===== src/rtl/hsva_pkg.sv =====
// hsva_pkg: shared constants, codes and the queue item type of the HSV adjust to RGB block.
// No dependencies; imported by every module of the block.
package hsva_pkg;

  // Channel format: unsigned Q1.ChBits, ChW bits wide so that 1.0 fits
  localparam int unsigned ChBits = 12;
  localparam int unsigned ChW    = ChBits + 1;
  localparam logic [ChW-1:0] ChOne = {1'b1, {ChBits{1'b0}}};

  // Hue in 1/64 degree: full circle and one sixth of it
  localparam int unsigned HueW    = 15;
  localparam int unsigned HueFull = 23040;
  localparam int unsigned HueSeg  = 3840;
  localparam int unsigned FracW   = 12;

  // Configuration registers
  localparam int unsigned ShiftW   = 15;
  localparam int unsigned GainW    = 16;
  localparam int unsigned GainFrac = 12;
  localparam logic [GainW-1:0] GainOne = GainW'(1) << GainFrac;
  localparam int unsigned CfgIdxW  = 2;
  localparam int unsigned CfgDataW = 16;

  // Depth of the queue between front and back
  localparam int unsigned QueueDepth = 4;

  typedef enum logic [CfgIdxW-1:0] {
    CfgHueShift = 2'd0,
    CfgSatGain  = 2'd1,
    CfgValGain  = 2'd2
  } cfg_idx_e;

  // Sixth of the hue circle the pixel falls in
  typedef enum logic [2:0] {
    SegRedYellow    = 3'd0,
    SegYellowGreen  = 3'd1,
    SegGreenCyan    = 3'd2,
    SegCyanBlue     = 3'd3,
    SegBlueMagenta  = 3'd4,
    SegMagentaRed   = 3'd5
  } hue_seg_e;

  // Adjusted and classified pixel, as it waits between front and back
  typedef struct packed {
    hue_seg_e           seg;
    logic [FracW-1:0]   frac;
    logic [ChW-1:0]     sat;
    logic [ChW-1:0]     val;
    logic [ChW-1:0]     alpha;
  } hsva_item_t;

endpackage


===== src/rtl/hsv_adjust_to_rgb.sv =====
// hsv_adjust_to_rgb: throughput is one pixel per cycle while no result waits unread; the
// front register, a 4-deep queue and a four-stage back pipeline each move one beat per
// cycle, and the back stalls only on an unread result.
// Reset clears the queue and all valid flags and loads hue shift 0 and both gains 1.0.
// Depends on hsva_pkg, hsva_front, hsva_queue and hsva_back.
module hsv_adjust_to_rgb (
  input  logic                          clk_i,
  input  logic                          rst_ni,
  input  logic                          cfg_valid,
  output logic                          cfg_ready,
  input  logic [hsva_pkg::CfgIdxW-1:0]  cfg_index_i,
  input  logic [hsva_pkg::CfgDataW-1:0] cfg_data_i,
  input  logic                          push,
  output logic                          full,
  input  logic [hsva_pkg::HueW-1:0]     hue_i,
  input  logic [hsva_pkg::ChW-1:0]      saturation_i,
  input  logic [hsva_pkg::ChW-1:0]      brightness_i,
  input  logic [hsva_pkg::ChW-1:0]      alpha_in_i,
  output logic                          empty,
  input  logic                          pop,
  output logic [hsva_pkg::ChW-1:0]      red_o,
  output logic [hsva_pkg::ChW-1:0]      green_o,
  output logic [hsva_pkg::ChW-1:0]      blue_o,
  output logic [hsva_pkg::ChW-1:0]      alpha_out_o
);
  import hsva_pkg::*;

  logic       fq_vld, fq_full, qb_pop, qb_empty;
  hsva_item_t fq_item, qb_item;

  // Configuration is always taken
  assign cfg_ready = 1'b1;

  hsva_front u_front (
    .clk_i        (clk_i),
    .rst_ni       (rst_ni),
    .cfg_wr_i     (cfg_valid),
    .cfg_index_i  (cfg_index_i),
    .cfg_data_i   (cfg_data_i),
    .push_i       (push),
    .full_o       (full),
    .hue_i        (hue_i),
    .saturation_i (saturation_i),
    .brightness_i (brightness_i),
    .alpha_in_i   (alpha_in_i),
    .item_vld_o   (fq_vld),
    .item_o       (fq_item),
    .item_full_i  (fq_full)
  );

  hsva_queue u_queue (
    .clk_i   (clk_i),
    .rst_ni  (rst_ni),
    .push_i  (fq_vld),
    .wdata_i (fq_item),
    .full_o  (fq_full),
    .pop_i   (qb_pop),
    .rdata_o (qb_item),
    .empty_o (qb_empty)
  );

  hsva_back u_back (
    .clk_i        (clk_i),
    .rst_ni       (rst_ni),
    .item_empty_i (qb_empty),
    .item_i       (qb_item),
    .item_pop_o   (qb_pop),
    .empty        (empty),
    .pop          (pop),
    .red_o        (red_o),
    .green_o      (green_o),
    .blue_o       (blue_o),
    .alpha_out_o  (alpha_out_o)
  );

endmodule


===== src/rtl/hsva_front.sv =====
// hsva_front: configuration registers, hue rotation and wrap, gain and clamp, segment split.
// Depends on hsva_pkg; feeds hsva_queue.
module hsva_front (
  input  logic                         clk_i,
  input  logic                         rst_ni,
  input  logic                         cfg_wr_i,
  input  logic [hsva_pkg::CfgIdxW-1:0] cfg_index_i,
  input  logic [hsva_pkg::CfgDataW-1:0] cfg_data_i,
  input  logic                         push_i,
  output logic                         full_o,
  input  logic [hsva_pkg::HueW-1:0]    hue_i,
  input  logic [hsva_pkg::ChW-1:0]     saturation_i,
  input  logic [hsva_pkg::ChW-1:0]     brightness_i,
  input  logic [hsva_pkg::ChW-1:0]     alpha_in_i,
  output logic                         item_vld_o,
  output hsva_pkg::hsva_item_t         item_o,
  input  logic                         item_full_i
);
  import hsva_pkg::*;

  localparam int unsigned SumW  = HueW + 2;
  localparam int unsigned ProdW = ChW + GainW;
  localparam int unsigned SclW  = ProdW - GainFrac;

  logic [ShiftW-1:0] hue_shift_q;
  logic [GainW-1:0]  sat_gain_q, val_gain_q;

  logic [SumW-1:0]   hue_sum;
  logic [HueW-1:0]   hue_wrap;
  logic [ProdW-1:0]  sat_prod, val_prod;
  logic [SclW-1:0]   sat_scl, val_scl;
  logic [ChW-1:0]    sat_adj, val_adj;

  logic              f1_vld_q;
  logic              f1_adv;
  logic [HueW-1:0]   hue_q;
  logic [ChW-1:0]    sat_q, val_q, alpha_q;

  hue_seg_e          seg;
  logic [HueW-1:0]   seg_base;

  // Hold configuration; writes to unknown indexes are dropped
  always_ff @(posedge clk_i or negedge rst_ni) begin
    if (!rst_ni) begin
      hue_shift_q <= '0;
      sat_gain_q  <= GainOne;
      val_gain_q  <= GainOne;
    end else if (cfg_wr_i) begin
      case (cfg_idx_e'(cfg_index_i))
        CfgHueShift: hue_shift_q <= cfg_data_i[ShiftW-1:0];
        CfgSatGain:  sat_gain_q  <= cfg_data_i[GainW-1:0];
        CfgValGain:  val_gain_q  <= cfg_data_i[GainW-1:0];
        default: ;
      endcase
    end
  end

  // Rotate hue; the biased sum is never negative and below four full turns
  assign hue_sum = SumW'(hue_i) + {{(SumW-ShiftW){hue_shift_q[ShiftW-1]}}, hue_shift_q}
                 + SumW'(HueFull);

  always_comb begin
    if (hue_sum >= SumW'(3 * HueFull)) begin
      hue_wrap = HueW'(hue_sum - SumW'(3 * HueFull));
    end else if (hue_sum >= SumW'(2 * HueFull)) begin
      hue_wrap = HueW'(hue_sum - SumW'(2 * HueFull));
    end else if (hue_sum >= SumW'(HueFull)) begin
      hue_wrap = HueW'(hue_sum - SumW'(HueFull));
    end else begin
      hue_wrap = HueW'(hue_sum);
    end
  end

  // Scale saturation and value, clamp to 1.0
  assign sat_prod = ProdW'(saturation_i) * ProdW'(sat_gain_q);
  assign val_prod = ProdW'(brightness_i) * ProdW'(val_gain_q);
  assign sat_scl  = sat_prod[ProdW-1:GainFrac];
  assign val_scl  = val_prod[ProdW-1:GainFrac];
  assign sat_adj  = (sat_scl > SclW'(ChOne)) ? ChOne : sat_scl[ChW-1:0];
  assign val_adj  = (val_scl > SclW'(ChOne)) ? ChOne : val_scl[ChW-1:0];

  // Advance the front register whenever the queue can take its beat
  assign f1_adv = !f1_vld_q || !item_full_i;
  assign full_o = !f1_adv;

  always_ff @(posedge clk_i or negedge rst_ni) begin
    if (!rst_ni) begin
      f1_vld_q <= 1'b0;
    end else if (f1_adv) begin
      f1_vld_q <= push_i;
    end
  end

  always_ff @(posedge clk_i) begin
    if (push_i && f1_adv) begin
      hue_q   <= hue_wrap;
      sat_q   <= sat_adj;
      val_q   <= val_adj;
      alpha_q <= alpha_in_i;
    end
  end

  // Split the wrapped hue into segment and fraction
  always_comb begin
    if (hue_q >= HueW'(5 * HueSeg)) begin
      seg = SegMagentaRed;
      seg_base = HueW'(5 * HueSeg);
    end else if (hue_q >= HueW'(4 * HueSeg)) begin
      seg = SegBlueMagenta;
      seg_base = HueW'(4 * HueSeg);
    end else if (hue_q >= HueW'(3 * HueSeg)) begin
      seg = SegCyanBlue;
      seg_base = HueW'(3 * HueSeg);
    end else if (hue_q >= HueW'(2 * HueSeg)) begin
      seg = SegGreenCyan;
      seg_base = HueW'(2 * HueSeg);
    end else if (hue_q >= HueW'(HueSeg)) begin
      seg = SegYellowGreen;
      seg_base = HueW'(HueSeg);
    end else begin
      seg = SegRedYellow;
      seg_base = '0;
    end
  end

  assign item_vld_o   = f1_vld_q;
  assign item_o.seg   = seg;
  assign item_o.frac  = FracW'(hue_q - seg_base);
  assign item_o.sat   = sat_q;
  assign item_o.val   = val_q;
  assign item_o.alpha = alpha_q;

  // A held beat stays in the front register until the queue takes it
  a_front_hold: assert property (@(posedge clk_i) disable iff (!rst_ni)
    f1_vld_q && item_full_i |=> f1_vld_q && $stable(hue_q) && $stable(val_q))
    else $error("front register dropped a stalled pixel");

endmodule


===== src/rtl/hsva_queue.sv =====
// hsva_queue: short FIFO of classified pixels between front and back.
// Depends on hsva_pkg for the item type and depth.
module hsva_queue (
  input  logic                 clk_i,
  input  logic                 rst_ni,
  input  logic                 push_i,
  input  hsva_pkg::hsva_item_t wdata_i,
  output logic                 full_o,
  input  logic                 pop_i,
  output hsva_pkg::hsva_item_t rdata_o,
  output logic                 empty_o
);
  import hsva_pkg::*;

  localparam int unsigned PtrW = (QueueDepth > 1) ? $clog2(QueueDepth) : 1;
  localparam int unsigned CntW = $clog2(QueueDepth + 1);

  hsva_item_t      mem_q [QueueDepth];
  logic [PtrW-1:0] wr_ptr_q, rd_ptr_q;
  logic [CntW-1:0] cnt_q;
  logic            do_push, do_pop;

  assign full_o  = (cnt_q == CntW'(QueueDepth));
  assign empty_o = (cnt_q == '0);
  assign do_push = push_i && !full_o;
  assign do_pop  = pop_i && !empty_o;
  assign rdata_o = mem_q[rd_ptr_q];

  // Store the incoming beat
  always_ff @(posedge clk_i) begin
    if (do_push) begin
      mem_q[wr_ptr_q] <= wdata_i;
    end
  end

  // Advance pointers and track fill level
  always_ff @(posedge clk_i or negedge rst_ni) begin
    if (!rst_ni) begin
      wr_ptr_q <= '0;
      rd_ptr_q <= '0;
      cnt_q    <= '0;
    end else begin
      if (do_push) begin
        wr_ptr_q <= (wr_ptr_q == PtrW'(QueueDepth - 1)) ? '0 : wr_ptr_q + 1'b1;
      end
      if (do_pop) begin
        rd_ptr_q <= (rd_ptr_q == PtrW'(QueueDepth - 1)) ? '0 : rd_ptr_q + 1'b1;
      end
      if (do_push && !do_pop) begin
        cnt_q <= cnt_q + 1'b1;
      end else if (do_pop && !do_push) begin
        cnt_q <= cnt_q - 1'b1;
      end
    end
  end

  a_cnt_bound: assert property (@(posedge clk_i) disable iff (!rst_ni)
    cnt_q <= CntW'(QueueDepth))
    else $error("queue fill level beyond depth");

  // A beat offered to a full queue is held off, not written
  a_no_overflow: assert property (@(posedge clk_i) disable iff (!rst_ni)
    push_i && full_o && !do_pop |=> cnt_q == CntW'(QueueDepth))
    else $error("push into a full queue");

  a_no_underflow: assert property (@(posedge clk_i) disable iff (!rst_ni)
    pop_i |-> !empty_o)
    else $error("pop from an empty queue");

endmodule


===== src/rtl/hsva_back.sv =====
// hsva_back: four-stage pipeline that turns a classified HSV pixel into RGB.
// Depends on hsva_pkg; pulls from hsva_queue and holds the result register.
module hsva_back (
  input  logic                 clk_i,
  input  logic                 rst_ni,
  input  logic                 item_empty_i,
  input  hsva_pkg::hsva_item_t item_i,
  output logic                 item_pop_o,
  output logic                 empty,
  input  logic                 pop,
  output logic [hsva_pkg::ChW-1:0] red_o,
  output logic [hsva_pkg::ChW-1:0] green_o,
  output logic [hsva_pkg::ChW-1:0] blue_o,
  output logic [hsva_pkg::ChW-1:0] alpha_out_o
);
  import hsva_pkg::*;

  // Divide by ONE*3840 as a shift by ChBits+8 and a divide by 15 through a reciprocal
  localparam int unsigned VsW      = 2 * ChW;
  localparam int unsigned FProdW   = VsW + FracW;
  localparam int unsigned ZW       = ChBits + 4;
  localparam int unsigned ZLsb     = ChBits + 8;
  localparam int unsigned RecipSh  = ZW + 4;
  localparam int unsigned RecipMul = ((1 << RecipSh) + 14) / 15;
  localparam int unsigned MulW     = ZW + RecipSh;

  logic adv;

  // Stage 1: v*s
  logic             vld1_q;
  hue_seg_e         seg1_q;
  logic [FracW-1:0] frac1_q;
  logic [ChW-1:0]   val1_q, alpha1_q;
  logic [VsW-1:0]   vs1_q;

  // Stage 2: v*s*f and v*s*(1-f) scaled down, p
  logic             vld2_q;
  hue_seg_e         seg2_q;
  logic [ChW-1:0]   val2_q, alpha2_q, p2_q;
  logic [ZW-1:0]    zq2_q, zt2_q;
  logic [FProdW-1:0] fq_prod, ft_prod;

  // Stage 3: divide by 15; the quotient reaches 1.0 when v and s are both 1.0
  logic             vld3_q;
  hue_seg_e         seg3_q;
  logic [ChW-1:0]   val3_q, alpha3_q, p3_q;
  logic [ChW-1:0]   dq3_q, dt3_q;
  logic [MulW-1:0]  rq_prod, rt_prod;

  // Output register
  logic             out_vld_q;
  logic [ChW-1:0]   q_val, t_val;
  logic [ChW-1:0]   red_q, green_q, blue_q, alpha_q;

  // Stall the whole pipeline only while a result waits unread
  assign adv        = !out_vld_q || pop;
  assign item_pop_o = adv && !item_empty_i;

  always_ff @(posedge clk_i or negedge rst_ni) begin
    if (!rst_ni) begin
      vld1_q    <= 1'b0;
      vld2_q    <= 1'b0;
      vld3_q    <= 1'b0;
      out_vld_q <= 1'b0;
    end else if (adv) begin
      vld1_q    <= !item_empty_i;
      vld2_q    <= vld1_q;
      vld3_q    <= vld2_q;
      out_vld_q <= vld3_q;
    end
  end

  assign fq_prod = FProdW'(vs1_q) * FProdW'(frac1_q);
  assign ft_prod = FProdW'(vs1_q) * FProdW'(FracW'(HueSeg) - frac1_q);
  assign rq_prod = MulW'(zq2_q) * MulW'(RecipMul);
  assign rt_prod = MulW'(zt2_q) * MulW'(RecipMul);
  assign q_val   = val3_q - dq3_q;
  assign t_val   = val3_q - dt3_q;

  always_ff @(posedge clk_i) begin
    if (adv) begin
      // Stage 1
      seg1_q   <= item_i.seg;
      frac1_q  <= item_i.frac;
      val1_q   <= item_i.val;
      alpha1_q <= item_i.alpha;
      vs1_q    <= VsW'(item_i.val) * VsW'(item_i.sat);
      // Stage 2
      seg2_q   <= seg1_q;
      val2_q   <= val1_q;
      alpha2_q <= alpha1_q;
      p2_q     <= val1_q - vs1_q[ChBits +: ChW];
      zq2_q    <= fq_prod[ZLsb +: ZW];
      zt2_q    <= ft_prod[ZLsb +: ZW];
      // Stage 3
      seg3_q   <= seg2_q;
      val3_q   <= val2_q;
      alpha3_q <= alpha2_q;
      p3_q     <= p2_q;
      dq3_q    <= rq_prod[RecipSh +: ChW];
      dt3_q    <= rt_prod[RecipSh +: ChW];
      // Output: pick channels by segment
      alpha_q  <= alpha3_q;
      case (seg3_q)
        SegRedYellow: begin
          red_q <= val3_q; green_q <= t_val;  blue_q <= p3_q;
        end
        SegYellowGreen: begin
          red_q <= q_val;  green_q <= val3_q; blue_q <= p3_q;
        end
        SegGreenCyan: begin
          red_q <= p3_q;   green_q <= val3_q; blue_q <= t_val;
        end
        SegCyanBlue: begin
          red_q <= p3_q;   green_q <= q_val;  blue_q <= val3_q;
        end
        SegBlueMagenta: begin
          red_q <= t_val;  green_q <= p3_q;   blue_q <= val3_q;
        end
        default: begin
          red_q <= val3_q; green_q <= p3_q;   blue_q <= q_val;
        end
      endcase
    end
  end

  assign empty       = !out_vld_q;
  assign red_o       = red_q;
  assign green_o     = green_q;
  assign blue_o      = blue_q;
  assign alpha_out_o = alpha_q;

  a_stall_holds: assert property (@(posedge clk_i) disable iff (!rst_ni)
    !adv |=> $stable({vld1_q, vld2_q, vld3_q, out_vld_q}))
    else $error("pipeline moved while the result was stalled");

  a_pull_on_adv: assert property (@(posedge clk_i) disable iff (!rst_ni)
    item_pop_o |=> vld1_q)
    else $error("pixel taken from the queue was lost");

endmodule


===== config.mk =====
export PLATFORM = sky130hd
export DESIGN_NAME = hsv_adjust_to_rgb
export DESIGN_NICKNAME = d
export VERILOG_FILES = /design/src/rtl/hsva_pkg.sv /design/src/rtl/hsv_adjust_to_rgb.sv /design/src/rtl/hsva_front.sv /design/src/rtl/hsva_queue.sv /design/src/rtl/hsva_back.sv
export SDC_FILE = /design/constraint.sdc
export NUM_CORES = 2
export LEC_CHECK = 0
export BUFFER_PORTS_ARGS = -buffer_cell sky130_fd_sc_hd__buf_2
export CAP_MARGIN = 20
export CORE_MARGIN = 2
export CORE_UTILIZATION = 62
export CTS_CLUSTER_SIZE = 20
export DETAILED_ROUTE_END_ITERATION = 16
export PLACE_DENSITY = 0.79
export SYNTH_ARGS = -nofsm -noshare
export SYNTH_HDL_FRONTEND = slang
export SYNTH_SLANG_ARGS = --single-unit

===== constraint.sdc =====
create_clock -name clk_i -period 27.2 [get_ports clk_i]
set_clock_uncertainty 0.15 [all_clocks]
set_input_delay 5.44 -clock clk_i [delete_from_list [all_inputs] [get_ports clk_i]]
set_output_delay 5.44 -clock clk_i [all_outputs]
set_load 0.05 [all_outputs]

==> impl_results.md <==
- Outcome: completed
- Share of the clock period used by the worst path: 43.1%
- Cell accounting for the most synthesized area: fa_1
- Filler cell count: 8098
- Synth area leaders: fa_1 32%, edfxtp_1 23%, ha_1 12%, inv_1 7.6%, nand2_1 4.7%
- Yosys reg bits: 590
- Total GRT Usage: 26.4%
- Post-synthesis cell type count: 80
- Unrepaired setup endpoints after global routing: no
- Critical Path Source Type: input port
- Starting DRT DRC Count: 2758
- Gpl congestion: 0.893
- Worst Tran Pin Value: 1.06 ns
- Final HPWL DP: 111000 microns
- Syn Std Cell Area: 0.0682 sq mm
- Via count: 44100
- Area after DPL: 0.0702 sq mm
- Max Slew Vio Count: 0
- Die height: 336 microns
- Via-to-Cell Ratio: 5.57
- Worst skew pair latency: 0.69 ns
- Hold Buf Count CTS: 0
- Multi-input combinational cell area: 0.0448 sq mm
- R2R depth: 35
- Initial Utilization: 62.6%
- Syn Inst Count: 6450
- Longest Clk Path Bufs: 3
- Most used flip-flop cell after synthesis: edfxtp_1
- CP Max Fanout: 16
- Pin count of the biggest net entering global routing: 86
- WS Path Type: input port to flop
- Cells after DPL: 7806
- Final instance area: 0.0722 sq mm
- Die W: 336 microns
- Warnings, synthesis: 0
- Area grow syn2layout: 5.86%
- Setup TNS: 0 ns
- R2R Path End: u_back.zt2_q[15]
- Min-delay src: u_back.p2_q[10]
- Resized Gates After CTS: 0
- Initial antenna violation count: 0
- Row cnt: 121
- CTS tree: built
- Arr. time, crit path: 12.02 ns
- CTS H-tree lvls: 2
- FF+latch area: 0.0174 sq mm
- Final net count: 8261
- Inserted Diodes: 0
- Clock-pin slew on the worst setup and hold paths: 0.06 ns
- Worst Setup EP: u_front.sat_q[1]
- EDFF count, synth: 531
- Mapped Avg Cell Area: 10.6 sq um
- CP startpoint: saturation_i[1]
- Vias in the first global route: 47800
- GRT Residual Overflow: 0
- Worst Hold Class: flop to flop
- Critical path capture point type: flop
- PortBufs: 130
- Proportion of layout cells with a drive suffix above 1: 6.70%
- Final Hold Violating Endpoints: 0
- Max transition margin: 29.3%
- Fin cells: 7918
- Core region area: 0.109 sq mm
- DR DRC count: 0
- Routed WL: 142000 microns
- Fraction of registers with async set/reset: 10.0%
- Post-CTS setup buffers: 0
- First-pass GRT wire length: 239000 microns
- Post-route ant nets: 0
- CTS Buf Count: 60
- DR pass1 iterations: 8
- Yosys top cell area share: 31.6%
- WP data required: 27.50 ns
- CTS Root Cell: clkbuf_16
- Max Clk Rate: 85.3 MHz
- Finish-stage setup viols: 0
- Sequential-to-total area share from yosys stat: 25.5%
- Net Count, Synth: 8257
- Reg2Reg Setup Slack: 16.06 ns
- Wire per inst: 17.9 microns
- Max cap viols: 0
- Post-layout min period: 11.72 ns
- Die footprint: 0.113 sq mm
- Reg2reg start: u_back.frac1_q[1]
- Ports: 132
- Clk sink count: 590
final cells by class:
type	instances	share of cell area, %
Inverter	1379	7.17
Clock inverter	44	0.646
Tap cell	1414	2.45
Timing Repair Buffer	185	1.47
Multi-Input combinational cell	4238	62.0
Sequential cell	590	24.1
Clock buffer	68	2.12
per-stage QoR:
stage	worst slack, ns	util [%]	hold WS (ns)
global placement	15.05	64.4	0.250
detailed placement	14.86	64.4	0.255
global route	15.10	66.3	0.274
CTS	15.51	66.3	0.266
floorplan	13.41	-	0.250
finish	15.48	66.3	0.267
synthesized netlist by cell type (7+ instances only):
cell,number
a2111oi_0,7
a211o_1,13
a211oi_1,17
a21boi_0,11
a21o_1,37
a21oi_1,116
a221oi_1,9
a31oi_1,9
a41o_1,7
and2_1,482
and3_1,19
buf_1,32
clkbuf_1,209
dfrtp_1,57
edfxtp_1,531
fa_1,1077
ha_1,653
inv_1,1379
mux2_2,63
mux2i_1,33
mux4_2,51
nand2_1,848
nand2b_1,19
nand3_1,27
nand4_1,14
nor2_1,174
nor2b_1,29
nor3_1,41
nor3b_1,7
o211ai_1,14
o21a_1,22
o21ai_0,116
o21bai_1,16
o22ai_1,7
o31ai_1,14
or2_2,9
or3_1,11
xnor2_1,123
xor2_1,58
per-layer routing:
layer  track usage, %  vias up  wire [microns]
li1                 -    20200               -
met1             33.9    22400           57200
met2             47.1     1330           72300
met3             3.11      253            8210
met4             7.94        0            4260
met5                0        -               0
sequential cells by signal, summed over array words and instances (netlist names), 15 cells and up:
register             cells
u_front.hue_q           15
u_front.val_gain_q      16
u_back.zq2_q            16
u_front.sat_gain_q      16
u_back.zt2_q            16
u_back.vs1_q            26
u_queue.mem_q          216
u_front.hue_shift_q     15
critical path, stage by stage:
cell	delay, ns
buf_2	0.24
nand2_1	0.14
fa_1	0.58
inv_1	0.05
fa_1	0.48
inv_1	0.06
fa_1	0.49
inv_1	0.06
fa_1	0.57
fa_1	0.43
ha_1	0.31
a21o_1	0.17
a211o_1	0.32
o22ai_1	0.26
o41ai_1	0.20
a21oi_2	0.36
o211a_1	0.25
nor3_2	0.08
o41a_1	0.34
or4_4	0.50
a211oi_2	0.44
nor3b_1	0.23
how the worst min path moves through the flow:
stage	end	slack [ns]	cells past startpoint
global route	u_back.alpha_out_o[12]	0.27	0
global placement	u_back.alpha_out_o[3]	0.25	0
floorplan	u_back.alpha2_q[0]	0.25	0
CTS	u_back.alpha3_q[3]	0.27	0
detailed placement	u_back.alpha_out_o[12]	0.25	0
finish	u_back.p3_q[10]	0.27	0
cells by family (layout without fill, tap and decap cells):
group	count (synthesis)	after routing	synth area share (%)
flip-flops	590	590	25.5
other	1	1	0.00550
adder cells (fa/ha/maj)	1730	1730	43.6
XOR/XNOR	181	181	2.32
AO/OA/AOI/OAI	472	472	4.54
AND/OR/NAND/NOR	1707	1707	11.9
buffers and inverters	1622	1676	8.93
multiplexers	147	147	3.21
cells in the final DEF (no fill, tap or decap), types with 22 or more instances in the layout:
cell,netlist,layout
xnor2_1,123,117
xor2_1,58,58
nand3_1,27,27
mux4_2,51,51
o21a_1,22,22
a21o_1,37,37
edfxtp_1,531,531
fa_1,1077,1077
nor2_1,174,174
o21ai_0,116,116
nor2b_1,29,28
inv_1,1379,1379
buf_2,1,130
mux2_2,63,63
nor3_1,41,41
mux2i_1,33,33
ha_1,653,653
dfrtp_1,57,55
buf_4,1,55
clkbuf_16,0,60
nand2_1,848,848
a21oi_1,116,116
and2_1,482,478
Power is not shown: default switching activity piles up to over one toggle a cycle in this logic, so the estimate is an artifact.
